## src/hdl/mhr_pkg.sv

```systemverilog
package mhr_pkg;

    localparam int FUNC_W  = 2;
    localparam int NODE_W  = 10;
    localparam int VAL_W   = 31;
    localparam int CFG_W   = 4;
    localparam int S_TDATA_W = 48;
    localparam int M_TDATA_W = 48;

    // s_axis_tdata layout
    localparam int S_NODE_LSB = 0;
    localparam int S_WVAL_LSB = S_NODE_LSB + NODE_W;
    localparam int S_USED_W   = S_WVAL_LSB + VAL_W;

    // m_axis_tdata layout
    localparam int M_VAL_LSB  = 0;
    localparam int M_NODE_LSB = M_VAL_LSB + VAL_W;
    localparam int M_USED_W   = M_NODE_LSB + NODE_W;

    typedef enum logic [FUNC_W-1:0] {
        FUNC_WRITE  = 2'd0,
        FUNC_REMOVE = 2'd1,
        FUNC_READ   = 2'd2,
        FUNC_NOP    = 2'd3
    } t_func;

    typedef enum logic [2:0] {
        S_IDLE,
        S_EXEC,
        S_FETCH,
        S_READ,
        S_STEP,
        S_DONE
    } t_state;

    typedef enum logic [1:0] {
        WR_INPUT,
        WR_CHILD,
        WR_ZERO
    } t_wr_sel;

    typedef struct packed {
        logic    capture;
        logic    rd_self;
        logic    wr_en;
        t_wr_sel wr_sel;
        logic    capture_vout;
        logic    step;
        logic    load_out;
    } t_dp_cmd;

    typedef struct packed {
        t_func func;
        logic  oor;
        logic  leaf;
    } t_dp_sts;

endpackage

```

## src/hdl/mhr_ctrl.sv

```systemverilog
module mhr_ctrl (
    input  logic             i_clk,
    input  logic             i_rst_n,
    input  logic             i_in_valid,
    output logic             o_in_ready,
    input  logic             i_out_ready,
    output logic             o_out_valid,
    output mhr_pkg::t_dp_cmd o_cmd,
    input  mhr_pkg::t_dp_sts i_sts
);
    import mhr_pkg::*;

    t_state r_state, n_state;
    logic   r_out_valid, n_out_valid;
    logic   slot_free;

    assign slot_free   = !r_out_valid || i_out_ready;
    assign o_in_ready  = (r_state == S_IDLE);
    assign o_out_valid = r_out_valid;

    always_ff @(posedge i_clk) begin
        if (!i_rst_n) begin
            r_state     <= S_IDLE;
            r_out_valid <= 1'b0;
        end else begin
            r_state     <= n_state;
            r_out_valid <= n_out_valid;
        end
    end

    always_comb begin
        n_state     = r_state;
        n_out_valid = r_out_valid && !i_out_ready;
        o_cmd       = '0;
        o_cmd.wr_sel = WR_INPUT;
        case (r_state)
            S_IDLE: begin
                if (i_in_valid) begin
                    o_cmd.capture = 1'b1;
                    n_state = S_EXEC;
                end
            end
            S_EXEC: begin
                if (i_sts.oor) begin
                    n_state = S_DONE;
                end else begin
                    case (i_sts.func)
                        FUNC_WRITE: begin
                            o_cmd.wr_en  = 1'b1;
                            o_cmd.wr_sel = WR_INPUT;
                            n_state = S_DONE;
                        end
                        FUNC_REMOVE, FUNC_READ: begin
                            o_cmd.rd_self = 1'b1;
                            n_state = S_FETCH;
                        end
                        default: begin
                            n_state = S_DONE;
                        end
                    endcase
                end
            end
            S_FETCH: begin
                o_cmd.capture_vout = 1'b1;
                n_state = (i_sts.func == FUNC_REMOVE) ? S_READ : S_DONE;
            end
            S_READ: begin
                n_state = S_STEP;
            end
            S_STEP: begin
                o_cmd.wr_en = 1'b1;
                if (i_sts.leaf) begin
                    o_cmd.wr_sel = WR_ZERO;
                    n_state = S_DONE;
                end else begin
                    o_cmd.wr_sel = WR_CHILD;
                    o_cmd.step   = 1'b1;
                    n_state = S_READ;
                end
            end
            S_DONE: begin
                if (slot_free) begin
                    o_cmd.load_out = 1'b1;
                    n_out_valid = 1'b1;
                    n_state = S_IDLE;
                end
            end
            default: begin
                n_state = S_IDLE;
            end
        endcase
    end

endmodule

```

## config.mk

```make
export PLATFORM = sky130hd
export DESIGN_NAME = mhr_ctrl
export DESIGN_NICKNAME = d
export VERILOG_FILES = /design/src/hdl/mhr_pkg.sv /design/src/hdl/mhr_ctrl.sv
export SDC_FILE = /design/constraint.sdc
export NUM_CORES = 1
export LEC_CHECK = 0
export BUFFER_PORTS_ARGS = -buffer_cell sky130_fd_sc_hd__clkbuf_2
export CORE_AREA = 4 4 41 43
export CTS_CLUSTER_DIAMETER = 150
export DETAILED_ROUTE_END_ITERATION = 10
export DIE_AREA = 0 0 45 47
export GPL_TIMING_DRIVEN = 0
export PLACE_DENSITY = 0.49
export SETUP_SLACK_MARGIN = 0.4
export SYNTH_ARGS = -nofsm -noshare
export SYNTH_HDL_FRONTEND = slang
export SYNTH_SLANG_ARGS = --single-unit
export TNS_END_PERCENT = 50
```

## constraint.sdc

```tcl
create_clock -name i_clk -period 3.16 [get_ports i_clk]
set_input_delay 0.316 -clock i_clk [delete_from_list [all_inputs] [get_ports i_clk]]
set_output_delay 0.316 -clock i_clk [all_outputs]
set_load 0.05 [all_outputs]
```

; Word level (Yosys, flattened, before mapping)
; Index checks and enable logic that the tools add are counted.
[op_classes]
n_eq_ne = 9
muxes = 22
reduce_logical = 8
[ops]
columns = operator, n
row1 = 2-to-1 mux 3 bit, 7
row2 = case mux 3 bit (6 select lines), 1
row3 = 2-to-1 mux 1 bit, 11
row4 = "equality test 3 x 2 -> 1 bit, second input constant", 2
row5 = "equality test 3 bit, second input constant", 2
row6 = case mux 3 bit (2 select lines), 1
row7 = 2-to-1 mux 4 bit, 1
row8 = "!= test 2 bit, second input constant", 2
row9 = "equality test 3 x 1 -> 1 bit, second input constant", 1
row10 = zero test 3 bit, 1
row11 = "equality test 2 x 1 -> 1 bit, second input constant", 1
row12 = "equality test 2 bit, second input constant", 1
row13 = zero test 1 bit, 2
row14 = zero test 2 bit, 1
row15 = 2-to-1 mux 2 bit, 1
row16 = AND reduction 2 bit, 1
row17 = OR reduction 2 bit, 1
row18 = logical AND 1 bit, 1
row19 = logical OR 1 bit, 1
[word_totals]
reg_bits = 4
elab_cells = 41

; Logic depth before layout (Yosys ltp)
; Gate-level depths: netlist of the first run.
[logic_depth]
word_depth = 5
depth_mapped = 5
mapped_depth_nobuf = 5

; Worst setup path after synthesis of the first run
; Ideal clock, no wire load.
[synth_path]
path_kind = register -> output
from = register r_state[0]
to = output o_cmd[7] (netlist bit)
arrival_time_ns = 1.829
required_ns = 2.844
slack_ns = 1.015
path_stages_with_launch = 5
path_cell_list = dfxtp_1 -> buf_6 -> or2_0 -> nor2_1 -> and2_1
[synth_lines]
columns = item, line_no
row1 = from (decl), mhr_ctrl.sv:13  ; t_state r_state, n_state;
row2 = from (signal assigned), mhr_ctrl.sv:26  ; r_state <= n_state;
row3 = to (decl), mhr_ctrl.sv:8  ; output mhr_pkg::t_dp_cmd o_cmd,

==> reports/results.md, run 1 <==
• 45 um — Chip Width
• 0.24 ns — source-to-sink clock delay at the later pin of the worst-skew pair
• 53 — total nets after synthesis
• 4 — number of clock sinks
• 18 — IO Count
• 43 — synthesized instance count
• sky130_fd_sc_hd__dfxtp_1 — Synth area leader
• 0.2238 — share of synthesized area occupied by flip-flops and latches
• sky130_fd_sc_hd__nor2_1 — most frequently used cell type in the post-synthesis netlist
• 0.4336 — post-synthesis share of cell area spent on and, or, nand and nor gates
• sky130_fd_sc_hd__nor2_1 (5), sky130_fd_sc_hd__dfxtp_1 (4), sky130_fd_sc_hd__nand3b_1 (4) — Post-synth top cells
• 80.08 sq um — area taken by flip-flops and latches
• 242.7 sq um — area of the multi-input gates
• 10.14 um — wire length per cell
• 8 — largest fanout of any net on the critical path
• 0 — buffers inserted by post-CTS timing repair
• sky130_fd_sc_hd__clkbuf_4 — clock root buffer master
• 0.06993 — Post-Synth Adder-Cell Area
• 2.84 ns — Worst Path Required
• 755.8 nW/um^2 — areal power density over the cells
• 0 — number of max-slew violations in the final report
• 1.49 ns — data arrival time of the critical path
• 0 — final hold viol count
• 17 — PortBufs
• 0.2750 — initial core utilization
• 0.09313 — aggregate global-route resource usage
• 0.04 ns — clock edge transition at the registers on the reported setup and hold paths
• 0 — number of hold-repair buffers added at the cts stage
• 159 — Filler cells
• 25 — Synth cell types
• 35.31% — post-synthesis to final-layout area growth
• 0 ns — Setup TNS
• 0.1469 — Compound-Gate Fraction of Synth Area
• sky130_fd_sc_hd__dfxtp_1 (22%), sky130_fd_sc_hd__nand3b_1 (8.4%), sky130_fd_sc_hd__ha_1 (7.0%) — largest cells by area after synthesis
• simple AND/OR/NAND/NOR gates — dominant combinational cell family by area after synthesis
• 0 — Yosys warning total
• 1301 sq um — core box area
• 3 — number of clock buffers inserted by TritonCTS
• 0 — total inserted antenna cells
• 0.0007762 ns — Clock Skews
• 0 — Setup Viol. Count Final
• built — CTS tree
• sky130_fd_sc_hd__dfxtp_1 — most frequently used flop master after synthesis
• no — setup repair after global routing missed its margin
• 47 um — Vert. Die Dim
• 461.7 sq um — dpl cell area
• 0 — async set-or-reset flop fraction in the synthesized netlist
• 0 — number of antenna violations at the first check in global routing
• 484.2 sq um — Post-Layout Inst Area
• 0 — count of cells resized by post-cts repair
• 4.795 — via density per instance
• 634 um — HPWL after detailed placement
• 357.8 sq um — Post-Synthesis Cell Area
• 4 — synthesis-stage register bit count
• 75 — net count reported at finish
• 1.380 mm — wire length of the first global-routing pass
• 337 — number of global-route vias before repair
• 791 um — Routed WL
• 0.02797 — multiplexer share of the synthesized area
• nand2b_1, nor3_2, buf_4, clkbuf_2 — critical-path cell list
• 0 — xor/xnor share of the synthesized area
• 0.4127 — layout cell share with drive strength beyond 1
• complete, no violations — run status
• 1.804 ns — Min Clock Period, post-route
• 0 — count of flip-flops with a built-in enable after synthesis
• 2 — initial detailed-routing violation count
• sky130_fd_sc_hd__dfxtp_1 — cell type of the slowest stage on the worst timing path
• 0.2802 ns — slew at the pin closest to its max-slew limit
• 3 — number of optimization iterations in the first detailed-route pass
• 0.2410 nW — leakage power of the design
• 280.6 uV — Max rail drop VDD
• 374 — via count
• 0.5709 — share of the cycle needed by the critical path after routing
• 2 — buffer levels on the longest clock path
• 0 — antenna-violating nets left
• 0 — leftover overflow at the end of global routing
• 0.8129 — relative slew slack
• flop to primary output — critical path start-end classification
• 0.2238 — area share of the largest cell type after synthesis
• 13 — cell row count
• 1 — H-tree levels
• 0 — number of max-capacitance violations reported
• 11 — largest net degree at the start of global routing
• 2115 sq um — area of the die
• 0 — remaining design rule violation count
• 0.7371 — Routability Congestion
• 8.322 sq um — Mapped Avg Cell Area
• 0.47 ns — maximum single-stage delay on the critical path
• flop — sort of element at the start of the critical path
• 0.5543 GHz — maximum achievable frequency
• primary input to flop — hold crit path type
• primary output — Critical Path End Type
[cells in the final DEF, fill, tap and decap left out, drive strengths merged, types with 2 or more instances in the layout]
cell     n
buf      3
and2     2
nor2     5
nor2b    3
clkbuf  20
dfxtp    4
ha       2
inv      3
a21oi    2
nand3b   4
nand2b   2
[final timing paths]
check | slack (ns) | from | depth (start not counted) | end
max | 1.36 | r_state[2]$_SDFFE_PN0P_ | 4 | o_cmd[3]
min reg2reg | 0.61 | r_state[2]$_SDFFE_PN0P_ | 2 | r_state[2]$_SDFFE_PN0P_
max reg2reg | 2.01 | r_state[2]$_SDFFE_PN0P_ | 3 | r_state[0]$_SDFFE_PN0P_
min | 0.34 | i_rst_n | 2 | r_state[1]$_SDFFE_PN0P_
[metrics by stage]
step | setup slack [ns] | hold slack (ns) | total power [mW] | std cells | util
floorplan | 1.015 | 0.4439 | 0.2585 | 43 | -
global placement | 1.410 | 0.5870 | 0.3077 | 75 | 0.3548
detailed placement | 1.425 | 0.5876 | 0.3046 | 75 | 0.3548
CTS | 1.354 | 0.3287 | 0.3728 | 78 | 0.3721
global route | 1.190 | 0.3259 | 0.4022 | 78 | 0.3721
finish | 1.356 | 0.3379 | 0.3660 | 78 | 0.3721
[registers in the layout, summed over array words and instances (netlist names)]
signal and count:
r_state 3, o_out_valid 1
[critical path: cells and delay by family, from the launching register on]
kind	cells	cell delay (ns)
DFF	1	0.47
buffers and inverters	2	0.41
and+or+nand+nor	2	0.37
[cell families (layout without fill, tap and decap cells)]
group | after synthesis | after routing
adders and majority gates | 2 | 2
muxes | 1 | 1
buffers and inverters | 6 | 26
and+or+nand+nor | 23 | 23
AOI/OAI and AO/OA | 7 | 7
DFF | 4 | 4
[routing by layer]
layer  share of wire  up-vias  global-route usage
met5               0        -                   0
met4           0.010        0             0.03509
met3            0.12        3             0.05747
met2            0.40       18              0.1328
met1            0.47      162              0.1134
li1                -      191                   -
[power breakdown]
group | internal (mW) | total, mW | switching [mW] | leakage, nW
clock network | 0.0425 | 0.0639 | 0.0214 | 0.0138
registers | 0.0626 | 0.0750 | 0.0124 | 0.0328
logic | 0.0737 | 0.227 | 0.153 | 0.194
total | 0.179 | 0.366 | 0.187 | 0.241
[layout make-up]
class	instances	area share
multi-input cells	33	0.5013
repair buffers	17	0.1757
flip-flops and latches	4	0.1654
plain buffers	3	0.04910
clock buffers	3	0.04651
well taps	15	0.03876
inverters	3	0.02326
Note: power is estimated with default switching activity, not from simulation.
==> run 2: changes to the inputs <==
==> constraint.sdc (replaced) <==
create_clock -name i_clk -period 1.7 [get_ports i_clk]
set_input_delay 0.17 -clock i_clk [delete_from_list [all_inputs] [get_ports i_clk]]
set_output_delay 0.17 -clock i_clk [all_outputs]
set_load 0.05 [all_outputs]
==> run 2 against run 1 <==
  * Combinational power increased to 2.8 times the previous value
  * Critical path depth increased by 1
  * Clock-buffer cell count stayed put
  * Register-to-register slack lost 1.5 ns
  * Setup slack worse by 1.1 ns
  * Design area up 47%
  * Clock power grew 89%
  * Global-route usage up 1.6 points
  * Sequential share of layout area down 4.3 points
  * Die area did not move
  * Via count grew 1.9%
  * Utilization is 18 points higher
  * Largest power group unchanged
==> reports/results.md, run 2 (synthesized netlist as in run 1, its figures left out) <==
• complete, no violations — run status
• flop to primary output — critical path start-end classification
• 9 — largest net degree at the start of global routing
• primary input to flop — hold crit path type
• primary output — Critical Path End Type
• 80 — net count reported at finish
• 4.590 — via density per instance
• 99.30% — post-synthesis to final-layout area growth
• 45 um — Chip Width
• flop — sort of element at the start of the critical path
• 3 — flip-flop count of the largest register after layout
• 4 — number of clock sinks
• 0 — total inserted antenna cells
• 17 — PortBufs
• sky130_fd_sc_hd__clkbuf_2 — most common cell after layout, fill and taps aside
• 2 — buffer levels on the longest clock path
• 1.53 ns — Worst Path Required
• r_state — largest register by flop count
• 11.98 um — wire length per cell
• sky130_fd_sc_hd__clkbuf_4 — clock root buffer master
• 0.2394 ns — final worst setup slack
• yes — setup repair after global routing missed its margin
• 0.1091 — aggregate global-route resource usage
• 13 — cell row count
• 0 — leftover overflow at the end of global routing
• 381 — via count
• built — CTS tree
• 4 — number of optimization iterations in the first detailed-route pass
• 0 — antenna-violating nets left
• 120 — Filler cells
• 0.04 ns — clock edge transition at the registers on the reported setup and hold paths
• 0 — number of max-slew violations in the final report
• 395 — number of global-route vias before repair
• 3 — initial detailed-routing violation count
• 1301 sq um — core box area
• 688.5 uV — Max rail drop VDD
• 1.669 mm — wire length of the first global-routing pass
• 0.8146 — relative slew slack
• 18 — IO Count
• sky130_fd_sc_hd__clkbuf_2 (11), sky130_fd_sc_hd__buf_4 (5), sky130_fd_sc_hd__nand3b_1 (4), sky130_fd_sc_hd__clkbuf_4 (4) — commonest cells after routing, fill and taps aside
• 0 — final hold viol count
• 0 ns — Setup TNS
• 1283 nW/um^2 — areal power density over the cells
• 0.3166 nW — leakage power of the design
• 7 — largest fanout of any net on the critical path
• 0.2493 ns — worst slack after detailed placement
• 0 — number of antenna violations at the first check in global routing
• 1 — H-tree levels
• 0.2793 ns — slew at the pin closest to its max-slew limit
• 994 um — Routed WL
• 0.2750 — initial core utilization
• 3 — number of clock buffers inserted by TritonCTS
• 0.6471 — layout cell share with drive strength beyond 1
• 0 — Setup Viol. Count Final
• 0.0001658 ns — Clock Skews
• 0.54 ns — register-to-register path setup slack
• 47 um — Vert. Die Dim
• 0 — remaining design rule violation count
• 0.23 ns — source-to-sink clock delay at the later pin of the worst-skew pair
• 1.29 ns — data arrival time of the critical path
• 2115 sq um — area of the die
• 0.6693 — Routability Congestion
• 0.6847 GHz — maximum achievable frequency
• 0.8592 — share of the cycle needed by the critical path after routing
• 0 — number of max-capacitance violations reported
• 1.461 ns — Min Clock Period, post-route
[run 2: critical path: stages (launching register included)]
cell                        delay, ns
sky130_fd_sc_hd__dfxtp_1         0.30
sky130_fd_sc_hd__buf_6           0.12
sky130_fd_sc_hd__or2_4           0.26
sky130_fd_sc_hd__nor2_4          0.08
sky130_fd_sc_hd__and2_4          0.15
sky130_fd_sc_hd__clkbuf_16       0.15
[run 2: routing by layer]
metal	routed length, um	GRT usage	up-vias
li1	-	-	200
met1	412	0.1230	167
met2	490	0.1836	14
met3	90	0.04981	0
met4	0	0.03509	0
met5	0	0	-
[run 2: cell type report]
class,instances,area (sq um),share of cell area
multi-input combinational,33,309.0,0.4333
clock buffer,3,22.52,0.03158
sequential,4,87.58,0.1228
timing repair buffer,22,211.5,0.2965
inverter,3,26.28,0.03684
tap,15,18.77,0.02632
buffer,3,37.54,0.05263
[run 2: final timing paths]
| kind | end | startpoint | cells past startpoint |
|---|---|---|---|
| worst max-delay path | o_cmd[7] | r_state[0]$_SDFFE_PN0P_ | 5 |
| worst max register to register | r_state[0]$_SDFFE_PN0P_ | r_state[0]$_SDFFE_PN0P_ | 4 |
| worst min-delay path | r_state[1]$_SDFFE_PN0P_ | i_rst_n | 2 |
| worst min register to register | r_state[2]$_SDFFE_PN0P_ | r_state[2]$_SDFFE_PN0P_ | 1 |
[run 2: power breakdown]
part	switching, mW	internal, mW	total (mW)
clock network	0.0421	0.0792	0.121
logic	0.332	0.308	0.640
registers	0.0326	0.121	0.154
total	0.407	0.508	0.915
[run 2: per-stage QoR]
stage                     area [sq um]    util  hold slack (ns)  instances  total power, mW
after floorplan                  440.4       -           0.2979         43           0.5461
after global placement           544.3  0.4183           0.4549         75           0.6371
after detailed placement         544.3  0.4183           0.4537         75           0.6353
after CTS                        701.9  0.5394           0.1916         82           0.9032
after global routing             713.2  0.5481           0.1991         83           0.9704
final                            713.2  0.5481           0.2021         83           0.9147
[run 2: timing repair]
item | CTS | global route
pin swaps | 4 | 2
resized for setup | 20 | 3
setup endpoints to repair | 9 | 9
buffers inserted | 3 | 1
cloned | 1 | 0
hold buffers | 0 | 0
